<file path="config.mk">
export PLATFORM = sky130hd
export DESIGN_NAME = soft_timer_slot_bank
export DESIGN_NICKNAME = d
export VERILOG_FILES = /design/src/hdl/stsb_pkg.sv /design/src/hdl/stsb_age_unit.sv /design/src/hdl/stsb_slot_bank.sv /design/src/hdl/soft_timer_slot_bank.sv
export SDC_FILE = /design/constraint.sdc
export NUM_CORES = 1
export LEC_CHECK = 0
export BUFFER_PORTS_ARGS = -buffer_cell sky130_fd_sc_hd__buf_2
export CAP_MARGIN = 10
export CORE_AREA = 2 2 282 284
export DETAILED_ROUTE_END_ITERATION = 16
export DIE_AREA = 0 0 284 286
export PLACE_DENSITY = 0.43
export SLEW_MARGIN = 15
export SYNTH_ARGS = -nofsm -noshare
export SYNTH_HDL_FRONTEND = slang
export SYNTH_SLANG_ARGS = --single-unit
</file>
<file path="constraint.sdc">
create_clock -name clk_i -period 13.75 [get_ports clk_i]
set_input_delay 2.75 -clock clk_i [delete_from_list [all_inputs] [get_ports clk_i]]
set_output_delay 2.75 -clock clk_i [all_outputs]
set_load 0.05 [all_outputs]
</file>
<file path="src/hdl/stsb_pkg.sv">
// Package for the soft timer slot bank: request/result structs, operation,
// status and sequencer codes. No dependencies.
`timescale 1ns / 1ps

package stsb_pkg;

  localparam int unsigned NumSlotsDefault = 5;
  localparam int unsigned CountW = 32;

  typedef enum logic [2:0] {
    OP_TICK       = 3'd0,
    OP_REGISTER   = 3'd1,
    OP_UNREGISTER = 3'd2,
    OP_UPDATE     = 3'd3,
    OP_CHECK      = 3'd4
  } op_e;

  typedef enum logic [1:0] {
    STATUS_OK      = 2'd0,
    STATUS_NO_FREE = 2'd1,
    STATUS_RANGE   = 2'd2
  } status_e;

  typedef enum logic [1:0] {
    S_IDLE,
    S_EXEC,
    S_SCAN,
    S_FINISH
  } state_e;

  typedef struct packed {
    logic [2:0]        op;
    logic [2:0]        slot;
    logic [CountW-1:0] period;
    logic [CountW-1:0] start_stamp;
  } req_t;

  typedef struct packed {
    logic [1:0]        status;
    logic              fired;
    logic [2:0]        fired_slot;
    logic              elapsed;
    logic [CountW-1:0] count_now;
    logic              last;
  } rsp_t;

endpackage

</file>
<file path="src/hdl/stsb_age_unit.sv">
// Shared age comparator: reports whether (now - stamp) mod 2^32 exceeds a limit.
// Depends on stsb_pkg.
`timescale 1ns / 1ps

module stsb_age_unit (
  input  logic [stsb_pkg::CountW-1:0] now_i,
  input  logic [stsb_pkg::CountW-1:0] stamp_i,
  input  logic [stsb_pkg::CountW-1:0] limit_i,
  output logic                        expired_o
);

  logic [stsb_pkg::CountW-1:0] age;

  // The subtraction wraps naturally at the counter width.
  assign age       = now_i - stamp_i;
  assign expired_o = (age > limit_i);

endmodule

</file>
<file path="src/hdl/stsb_slot_bank.sv">
// Slot storage: active flag, start stamp and period per slot, one write and
// one read port, plus a lowest-free-slot finder. Depends on stsb_pkg.
`timescale 1ns / 1ps

module stsb_slot_bank #(
  parameter int unsigned NUM_SLOTS = stsb_pkg::NumSlotsDefault,
  localparam int unsigned IdxW = (NUM_SLOTS > 1) ? $clog2(NUM_SLOTS) : 1
) (
  input  logic                        clk_i,
  input  logic                        rst_ni,
  input  logic                        we_active_i,
  input  logic                        we_start_i,
  input  logic                        we_period_i,
  input  logic [IdxW-1:0]             wr_idx_i,
  input  logic                        wr_active_i,
  input  logic [stsb_pkg::CountW-1:0] wr_start_i,
  input  logic [stsb_pkg::CountW-1:0] wr_period_i,
  input  logic [IdxW-1:0]             rd_idx_i,
  output logic                        rd_active_o,
  output logic [stsb_pkg::CountW-1:0] rd_start_o,
  output logic [stsb_pkg::CountW-1:0] rd_period_o,
  output logic                        free_found_o,
  output logic [IdxW-1:0]             free_idx_o
);

  logic [NUM_SLOTS-1:0]        active_q;
  logic [stsb_pkg::CountW-1:0] start_q  [NUM_SLOTS];
  logic [stsb_pkg::CountW-1:0] period_q [NUM_SLOTS];

  always_ff @(posedge clk_i or negedge rst_ni) begin
    if (!rst_ni) begin
      active_q <= '0;
      for (int i = 0; i < NUM_SLOTS; i++) begin
        start_q[i]  <= '0;
        period_q[i] <= '0;
      end
    end else begin
      if (we_active_i) begin
        active_q[wr_idx_i] <= wr_active_i;
      end
      if (we_start_i) begin
        start_q[wr_idx_i] <= wr_start_i;
      end
      if (we_period_i) begin
        period_q[wr_idx_i] <= wr_period_i;
      end
    end
  end

  assign rd_active_o = active_q[rd_idx_i];
  assign rd_start_o  = start_q[rd_idx_i];
  assign rd_period_o = period_q[rd_idx_i];

  // Walk downward so the lowest free index wins.
  always_comb begin
    free_found_o = 1'b0;
    free_idx_o   = '0;
    for (int i = NUM_SLOTS - 1; i >= 0; i--) begin
      if (!active_q[i]) begin
        free_found_o = 1'b1;
        free_idx_o   = IdxW'(i);
      end
    end
  end

endmodule

</file>
<file path="src/hdl/soft_timer_slot_bank.sv">
// Top level of the soft timer slot bank: sequencer, tick counter and result
// register. Depends on stsb_pkg, stsb_slot_bank and stsb_age_unit.
`timescale 1ns / 1ps
//
// Usage: a request (req_i) is taken at a clock edge with start high and busy
// low. Each result appears on rsp_o for exactly one cycle with done_o high;
// the receiver cannot stall, so every result must be taken as it appears.
// The final result of a request has rsp_o.last set.
// Sequence: register, unregister, update, check and unused codes occupy the
// block for the execute state after acceptance; the result is registered there,
// and the next request can be accepted in the same cycle that the result shows.
// A tick increments the counter at acceptance, then one shared age comparator
// visits one slot per cycle in the scan state, followed by the closing finish
// state, and busy stays high through both states.
// Fired results stream out during the scan, each registered as the next firing
// slot is found; the final one (or the no-expiry result) comes last.
// Reset clears the counter, all slot active flags and any pending result.
//
module soft_timer_slot_bank #(
  parameter int unsigned NUM_SLOTS = stsb_pkg::NumSlotsDefault
) (
  input  logic           clk_i,
  input  logic           rst_ni,
  input  logic           start,
  input  stsb_pkg::req_t req_i,
  output logic           busy,
  output logic           done_o,
  output stsb_pkg::rsp_t rsp_o
);

  localparam int unsigned IdxW = (NUM_SLOTS > 1) ? $clog2(NUM_SLOTS) : 1;
  localparam int unsigned CountW = stsb_pkg::CountW;

  stsb_pkg::state_e   state_q, state_d;
  stsb_pkg::req_t     req_q;
  logic [CountW-1:0]  count_q, count_d;
  logic [IdxW-1:0]    idx_q, idx_d;
  logic               pend_q, pend_d;
  logic [IdxW-1:0]    pend_slot_q, pend_slot_d;
  logic               done_q, done_d;
  stsb_pkg::rsp_t     rsp_q, rsp_d;

  logic               accept;
  logic               idx_last;
  logic               slot_in_range;

  logic               we_active, we_start, we_period;
  logic [IdxW-1:0]    wr_idx;
  logic               wr_active;
  logic [CountW-1:0]  wr_start, wr_period;
  logic               rd_active;
  logic [CountW-1:0]  rd_start, rd_period;
  logic               free_found;
  logic [IdxW-1:0]    free_idx;

  logic [CountW-1:0]  age_stamp, age_limit;
  logic               expired;

  assign busy     = (state_q != stsb_pkg::S_IDLE);
  assign accept   = start && !busy;
  assign idx_last = (idx_q == IdxW'(NUM_SLOTS - 1));
  assign slot_in_range = ({1'b0, req_q.slot} < 4'(NUM_SLOTS));

  stsb_slot_bank #(
    .NUM_SLOTS(NUM_SLOTS)
  ) u_bank (
    .clk_i       (clk_i),
    .rst_ni      (rst_ni),
    .we_active_i (we_active),
    .we_start_i  (we_start),
    .we_period_i (we_period),
    .wr_idx_i    (wr_idx),
    .wr_active_i (wr_active),
    .wr_start_i  (wr_start),
    .wr_period_i (wr_period),
    .rd_idx_i    (idx_q),
    .rd_active_o (rd_active),
    .rd_start_o  (rd_start),
    .rd_period_o (rd_period),
    .free_found_o(free_found),
    .free_idx_o  (free_idx)
  );

  stsb_age_unit u_age (
    .now_i    (count_q),
    .stamp_i  (age_stamp),
    .limit_i  (age_limit),
    .expired_o(expired)
  );

  // Next-state logic.
  always_comb begin
    state_d = state_q;
    unique case (state_q)
      stsb_pkg::S_IDLE: begin
        if (accept) begin
          state_d = (stsb_pkg::op_e'(req_i.op) == stsb_pkg::OP_TICK) ?
                    stsb_pkg::S_SCAN : stsb_pkg::S_EXEC;
        end
      end
      stsb_pkg::S_EXEC:   state_d = stsb_pkg::S_IDLE;
      stsb_pkg::S_SCAN: begin
        if (idx_last) begin
          state_d = stsb_pkg::S_FINISH;
        end
      end
      stsb_pkg::S_FINISH: state_d = stsb_pkg::S_IDLE;
      default:            state_d = stsb_pkg::S_IDLE;
    endcase
  end

  // Datapath control and result formation.
  always_comb begin
    count_d     = count_q;
    idx_d       = idx_q;
    pend_d      = pend_q;
    pend_slot_d = pend_slot_q;
    done_d      = 1'b0;
    rsp_d       = rsp_q;
    we_active   = 1'b0;
    we_start    = 1'b0;
    we_period   = 1'b0;
    wr_idx      = idx_q;
    wr_active   = 1'b0;
    wr_start    = count_q;
    wr_period   = req_q.period;
    age_stamp   = rd_start;
    age_limit   = rd_period;

    unique case (state_q)
      stsb_pkg::S_IDLE: begin
        if (accept) begin
          idx_d  = '0;
          pend_d = 1'b0;
          if (stsb_pkg::op_e'(req_i.op) == stsb_pkg::OP_TICK) begin
            count_d = count_q + 1'b1;
          end
        end
      end

      stsb_pkg::S_EXEC: begin
        done_d           = 1'b1;
        rsp_d            = '0;
        rsp_d.status     = stsb_pkg::STATUS_OK;
        rsp_d.count_now  = count_q;
        rsp_d.last       = 1'b1;
        age_stamp        = req_q.start_stamp;
        age_limit        = req_q.period;
        unique case (stsb_pkg::op_e'(req_q.op))
          stsb_pkg::OP_REGISTER: begin
            if (free_found) begin
              we_active        = 1'b1;
              we_start         = 1'b1;
              we_period        = 1'b1;
              wr_idx           = free_idx;
              wr_active        = 1'b1;
              rsp_d.fired_slot = 3'(free_idx);
            end else begin
              rsp_d.status = stsb_pkg::STATUS_NO_FREE;
            end
          end
          stsb_pkg::OP_UNREGISTER: begin
            if (slot_in_range) begin
              we_active = 1'b1;
              we_start  = 1'b1;
              we_period = 1'b1;
              wr_idx    = req_q.slot[IdxW-1:0];
              wr_start  = '0;
              wr_period = '0;
            end else begin
              rsp_d.status = stsb_pkg::STATUS_RANGE;
            end
          end
          stsb_pkg::OP_UPDATE: begin
            if (slot_in_range) begin
              we_start  = 1'b1;
              we_period = 1'b1;
              wr_idx    = req_q.slot[IdxW-1:0];
            end else begin
              rsp_d.status = stsb_pkg::STATUS_RANGE;
            end
          end
          stsb_pkg::OP_CHECK: begin
            rsp_d.elapsed = expired;
          end
          default: begin
          end
        endcase
      end

      stsb_pkg::S_SCAN: begin
        if (!idx_last) begin
          idx_d = idx_q + 1'b1;
        end
        if (rd_active && expired) begin
          we_start = 1'b1;
          wr_idx   = idx_q;
          // A new firing means the held one is not the final result.
          if (pend_q) begin
            done_d           = 1'b1;
            rsp_d            = '0;
            rsp_d.status     = stsb_pkg::STATUS_OK;
            rsp_d.fired      = 1'b1;
            rsp_d.fired_slot = 3'(pend_slot_q);
            rsp_d.count_now  = count_q;
          end
          pend_d      = 1'b1;
          pend_slot_d = idx_q;
        end
      end

      stsb_pkg::S_FINISH: begin
        done_d          = 1'b1;
        rsp_d           = '0;
        rsp_d.status    = stsb_pkg::STATUS_OK;
        rsp_d.count_now = count_q;
        rsp_d.last      = 1'b1;
        if (pend_q) begin
          rsp_d.fired      = 1'b1;
          rsp_d.fired_slot = 3'(pend_slot_q);
        end
        pend_d = 1'b0;
      end

      default: begin
      end
    endcase
  end

  always_ff @(posedge clk_i or negedge rst_ni) begin
    if (!rst_ni) begin
      state_q <= stsb_pkg::S_IDLE;
      count_q <= '0;
      idx_q   <= '0;
      pend_q  <= 1'b0;
      done_q  <= 1'b0;
    end else begin
      state_q <= state_d;
      count_q <= count_d;
      idx_q   <= idx_d;
      pend_q  <= pend_d;
      done_q  <= done_d;
    end
  end

  always_ff @(posedge clk_i) begin
    if (accept) begin
      req_q <= req_i;
    end
    pend_slot_q <= pend_slot_d;
    rsp_q       <= rsp_d;
  end

  assign done_o = done_q;
  assign rsp_o  = rsp_q;

endmodule

</file>
# ---- Word level (Yosys, flattened, before mapping)
# Cells that the tools add are included.
dict set report word_totals {
  ram_bits 0
  romBits 0
  output_inout_bits 42
  mem_count 0
  latch_bits 0
  in_bits 73
  regBits 477
}
dict set report classes {
  order_cmp 8
  n_reduce_logical 19
  mux 70
  multipliers 0
  n_addsub 3
  div 0
  shifts 0
  bitwise 2
  eq_ne 13
}
# op count
set ops {}
lappend ops {{$mux W32} 13}
lappend ops {{$bwmux W160} 2}
lappend ops {{$bmux W32 S3} 2}
lappend ops {{$pmux W40 S3} 1}
lappend ops {{$demux W32 S3} 1}
lappend ops {{$mux W40} 2}
lappend ops {{$mux W3} 12}
lappend ops {{$add A32 B1 Y32 const B} 1}
lappend ops {{$gt A32 B32 Y1} 1}
lappend ops {{$sub A32 B32 Y32} 1}
lappend ops {{$mux W1} 20}
lappend ops {{$pmux W3 S2} 2}
lappend ops {{$reduce_and A3 Y1} 4}
lappend ops {{$ne A2 B2 Y1 const B} 5}
lappend ops {{$ge A4 B4 Y1 const B} 2}
lappend ops {{$lt A3 B4 Y1 const B} 2}
lappend ops {{$mux W2} 4}
lappend ops {{$not A3 Y4} 2}
lappend ops {{$pmux W1 S2} 4}
lappend ops {{$eq A3 B2 Y1 const B} 2}
lappend ops {{$eq A3 B3 Y1 const B} 2}
lappend ops {{$pmux W2 S3} 1}
lappend ops {{$reduce_bool A3 Y1} 2}
lappend ops {{$bwmux W5} 1}
lappend ops {{other kinds (19)} 26}

# ---- Depth between registers and ports, before layout
dict set report depth {
  word_depth 14
  ltp_mapped 26
  ltp_nobuf 22
}

# ---- Hierarchy
# From an unflattened synthesis, not the netlist that was laid out.
dict set report unflattened {
  cells_unflattened 1869
  area_unflattened_um2 24004.3
}
# mod n_inst cells_each area_per_inst_um2
set modules_own_cells {}
lappend modules_own_cells {stsb_slot_bank 1 1012 14560.2}
lappend modules_own_cells {soft_timer_slot_bank 1 490 6832.8}
lappend modules_own_cells {stsb_age_unit 1 367 2611.3}

# ---- Worst setup path before layout
# OpenSTA, ideal clock, no wires.
dict set report synth_path {
  path_kind {reg2reg}
  startpoint {reg idx_q[0]}
  endpoint {reg rsp_q (netlist bit rsp_o[0]), enable pin}
  stages_incl_launch_ff 24
  path_buffers 4
  t_arrival_ps 7985
  setup_slack_ps 5315
  cell_sequence {dfrtp_1 -> clkbuf_1 -> buf_2 -> buf_1 -> mux4_2 -> a221o_1 -> o21ai_0 -> ha_1 -> clkbuf_1 -> o21a_1 -> a2111oi_0 -> nor2_1 -> a221oi_1 -> a21boi_0 -> o21bai_1 -> xor2_1 -> ha_1 -> nand3_1 -> nor4_1 -> a221oi_1 -> nand3_1 -> a22oi_1 -> or3b_2 -> a21oi_1}
}
dict set report synth_between {
  elab_chain_len 10
}
# item line
set synth_lines {}
lappend synth_lines {{start: declaration} soft_timer_slot_bank.sv:37} ;# logic [IdxW-1:0] idx_q, idx_d;
lappend synth_lines {{start signal: assignment} soft_timer_slot_bank.sv:240} ;# idx_q <= idx_d;
lappend synth_lines {{$not A3 Y4 (implied by the code)} {stsb_slot_bank.sv:51, stsb_slot_bank.sv:52}}
lappend synth_lines {{$bmux W32 S3} stsb_slot_bank.sv:51} ;# assign rd_start_o = start_q[rd_idx_i];
lappend synth_lines {{$mux W32 (implied by the code) (2 in series)} stsb_slot_bank.sv:51}
lappend synth_lines {{$mux W32} soft_timer_slot_bank.sv:130} ;# unique case (state_q)
lappend synth_lines {{$sub A32 B32 Y32} stsb_age_unit.sv:15} ;# assign age = now_i - stamp_i;
lappend synth_lines {{$gt A32 B32 Y1} stsb_age_unit.sv:16} ;# assign expired_o = (age > limit_i);
lappend synth_lines {{$logic_and A1 B1 Y1 (*)} soft_timer_slot_bank.sv:195} ;# if (rd_active && expired) begin
lappend synth_lines {{$ne A2 B2 Y1 (no line) (*)} --}
lappend synth_lines {{$reduce_and A3 Y1 (no line) (*)} --}
lappend synth_lines {{end signal: assignment} soft_timer_slot_bank.sv:251} ;# rsp_q <= rsp_d;
lappend synth_lines {{end: declaration} soft_timer_slot_bank.sv:41} ;# stsb_pkg::rsp_t rsp_q, rsp_d;
# Mark *: on every way between the ends. The rest lies on a longest branch, timed or not. The select of a mux whose other input is x is not followed.
# A chain may end at the register's enable or synchronous reset.

# ---- Worst setup path after layout
dict set report layout_path {
  startpoint {reg idx_q[1]}
  endpoint {reg rsp_q (netlist bit rsp_o[1]), enable pin}
}
# The elaborated chain is that of the path after synthesis.

==> metrics.txt <==
status completed; # rows 103; ratio of cells with drive above 1 in the final layout 24.01%; multi-input logic area 0.01026 mm2; R2R Path Start idx_q[1]; H-tree levels 2; Setup TNS Final 0 ns; routed vias/inst 5.018; initial antenna violation count 0; worst slew pin tran 1.036 ns; Max-slew headroom 30.93%; # DRC 0; Hold Violations, Final 0; Setup crit start idx_q[1]; Post-synth top cells 364 x dfrtp_1, 252 x o21ai_0, 249 x nand2_1, 150 x mux2_4, 113 x edfxtp_1; die area 0.08122 mm2; CTS Sinks 477; Ys Warns 0; hold path depth 2; Worst-path clk slew 0.06 ns; slowest CP cell dfrtp_4; Required @ worst endpoint 13.99 ns; top cells by area, synth dfrtp_1 39%, edfxtp_1 15%, mux2_4 9.7%; DP Cell Count 2940; vias 15.30k; fill count 7787; Seq/Total Area, Yosys 53.61%; Final Power 0.005828 W; sequential cell area 0.01251 mm2; post-detail-place hpwl 42480 um; cell taking the most area after synthesis dfrtp_1; R2R Setup Slk 5.63 ns; GRT Resource Usage Total 16.60%; Yosys top cell area share 39.06%; Synth Register Bits 477; fmax 123.1 MHz; hold wc startpoint u_bank.period_q[70]; die height 286 um; I/O pin count 115; WL per Instance 22.13 um; die width 284 um; post_cts resized 0; Pre-Repair DR Iteration Count 5; Syn Inst Count 1856; TritonCTS clock tree done; Clk Latency, worst-skew pair 0.62 ns; Max Clock Skew 0.02819 ns; # nets final 2097; most common cell in the synthesized netlist dfrtp_1; Top FF cell, synth dfrtp_1; Arr. time, crit path 8.36 ns; clk buf depth 3; placed cell areas 0.02495 mm2; IO buf count 114; Avg Cell Area, Syn 12.56 um2; first-pass GRT wire length 103100 um; kind of critical path reg2reg; Post-synth EDFFs 113; Overflow after GRT 0; Mapped Area 0.02332 mm2; Critical R2R Capture rsp_o[1]; Area Growth Syn to Fin 15.51%; PD cells 216.4 mW/mm2; count of different cell masters after synthesis 71; Post-Syn Nets 2003; crit-path cells nor3_2 -> buf_4 -> a22oi_1 -> o21ai_0 -> ha_1 -> inv_1 -> fa_1 -> a21o_1 -> a221oi_1 -> nor4_1 -> o21ai_0 -> a21boi_0 -> o41ai_1 -> xnor2_1 -> ha_1 -> nand3_1 -> nor4_1 -> a221oi_1 -> nand3_1 -> a22oi_1 -> or3b_2 -> a21oi_4 -> buf_4; CTS root buf clkbuf_16; initial core utilization 29.76%; RSZ-0062 raised after global routing no; fin area 0.02694 mm2; Worst setup EP type flop; CTS Buf Count 58; final number of max-transition violations 0; CP Launch Type flop; largest net degree at the start of global routing 91; fin crit period 8.124 ns; Iter 0 DRT Violations 1025; ys async rst share 76.31%; antenna cells 0; hold buffers post-CTS 0; reg2reg path depth 23; Max rail drop VDD 0.1017 mV; final setup violation count 0; Endpoint, Worst Hold u_bank.period_q[70]; postcts setup bufs 0; Crit path largest cell delay 0.74 ns; vias in the first global route 16.04k; Max-cap violations 0; Leak 11.61 nW; Crit Path Max Fanout 40; DRT antenna net count 0; final std cells w/o fill 3049; worst hold path class reg2reg; Routed WL 67490 um; RePlAce Congestion 0.8192; Core Region 0.07836 mm2; Period Utilization, post-route 59.08%
==> cell families after synthesis <==
family | Yosys count | synth area share [%]
compound gates | 445 | 12.34
xor+xnor | 58 | 2.178
fa+ha+maj | 74 | 4.003
buf+inv | 127 | 2.559
flops | 477 | 53.61
mux | 226 | 16.47
simple gates | 449 | 8.848
==> per-layer routing <==
layer | track usage [%] | vias to the layer above | part of all wire, %
met1 | 22.53 | 7836 | 46
met2 | 27.66 | 335 | 48
met3 | 2.480 | 76 | 4.1
met5 | 0 | - | 0
met4 | 4.618 | 0 | 2.2
li1 | - | 7054 | -
==> final cells by class <==
| type | count | area share (%) |
|---|---|---|
| clock buffers | 85 | 5.992 |
| clock inverters | 24 | 1.389 |
| inverters | 21 | 0.2973 |
| multi-input cells | 1252 | 38.08 |
| flip-flops and latches | 477 | 46.44 |
| well taps | 1050 | 4.877 |
| repair buffers | 140 | 2.926 |
==> power by group <==
part           leakage, nW  switching, W  internal, W  total (W)
clock                0.968      0.000615     0.000997    0.00161
combinational         4.60       0.00142     0.000803    0.00223
sequential            6.04      0.000207      0.00178    0.00199
total                 11.6       0.00225      0.00358    0.00583
==> critical path: cells and delay by family, from the launching register on <==
kind	cells	cell delay, ns
compound gates	10	2.86
simple gates	6	1.83
buf+inv	3	1.14
fa+ha+maj	3	0.94
flops	1	0.74
xor+xnor	1	0.13
==> per-stage QoR <==
stage / setup WS (ns) / hold slack, ns / util, %
2_1_floorplan: 5.315 / 0.4196 / -
3_5_place_dp: 5.695 / 0.4656 / 31.84
3_3_place_gp: 5.752 / 0.4569 / 31.84
4_1_cts: 5.660 / 0.4787 / 34.38
5_1_grt: 5.154 / 0.4971 / 34.38
6_report: 5.626 / 0.4735 / 34.38
==> layout by cell type, fill, tap and decap left out, drive strengths merged, types with 23 or more instances in the layout <==
cell	Yosys	final
nand2	249	249
clkbuf	79	85
mux4	65	65
edfxtp	113	113
buf	27	140
a221o	63	63
nor2	50	50
o21ai	253	253
mux2	161	161
nand3	38	38
xnor2	44	44
inv	21	23
dfrtp	364	364
and2	33	33
ha	73	73
a21oi	49	49
==> worst max path at each step <==
stage	endpoint	slack, ns	cells past startpoint
6_report	rsp_o[1]	5.63	23
2_1_floorplan	rsp_o[0]	5.31	23
4_1_cts	rsp_o[8]	5.66	21
5_1_grt	rsp_o[8]	5.15	23
3_3_place_gp	rsp_o[5]	5.75	21
3_5_place_dp	rsp_o[1]	5.69	21
==> sequential cells by signal, summed over array words and instances (netlist names) <==
name,count
rsp_o,40
state_q,2
u_bank.start_q,160
u_bank.active_q,5
idx_q,3
pend_q,1
count_q,32
done_o,1
u_bank.period_q,160
pend_slot_q,3
req_q,70
Note: power is estimated with default switching activity, not from simulation.
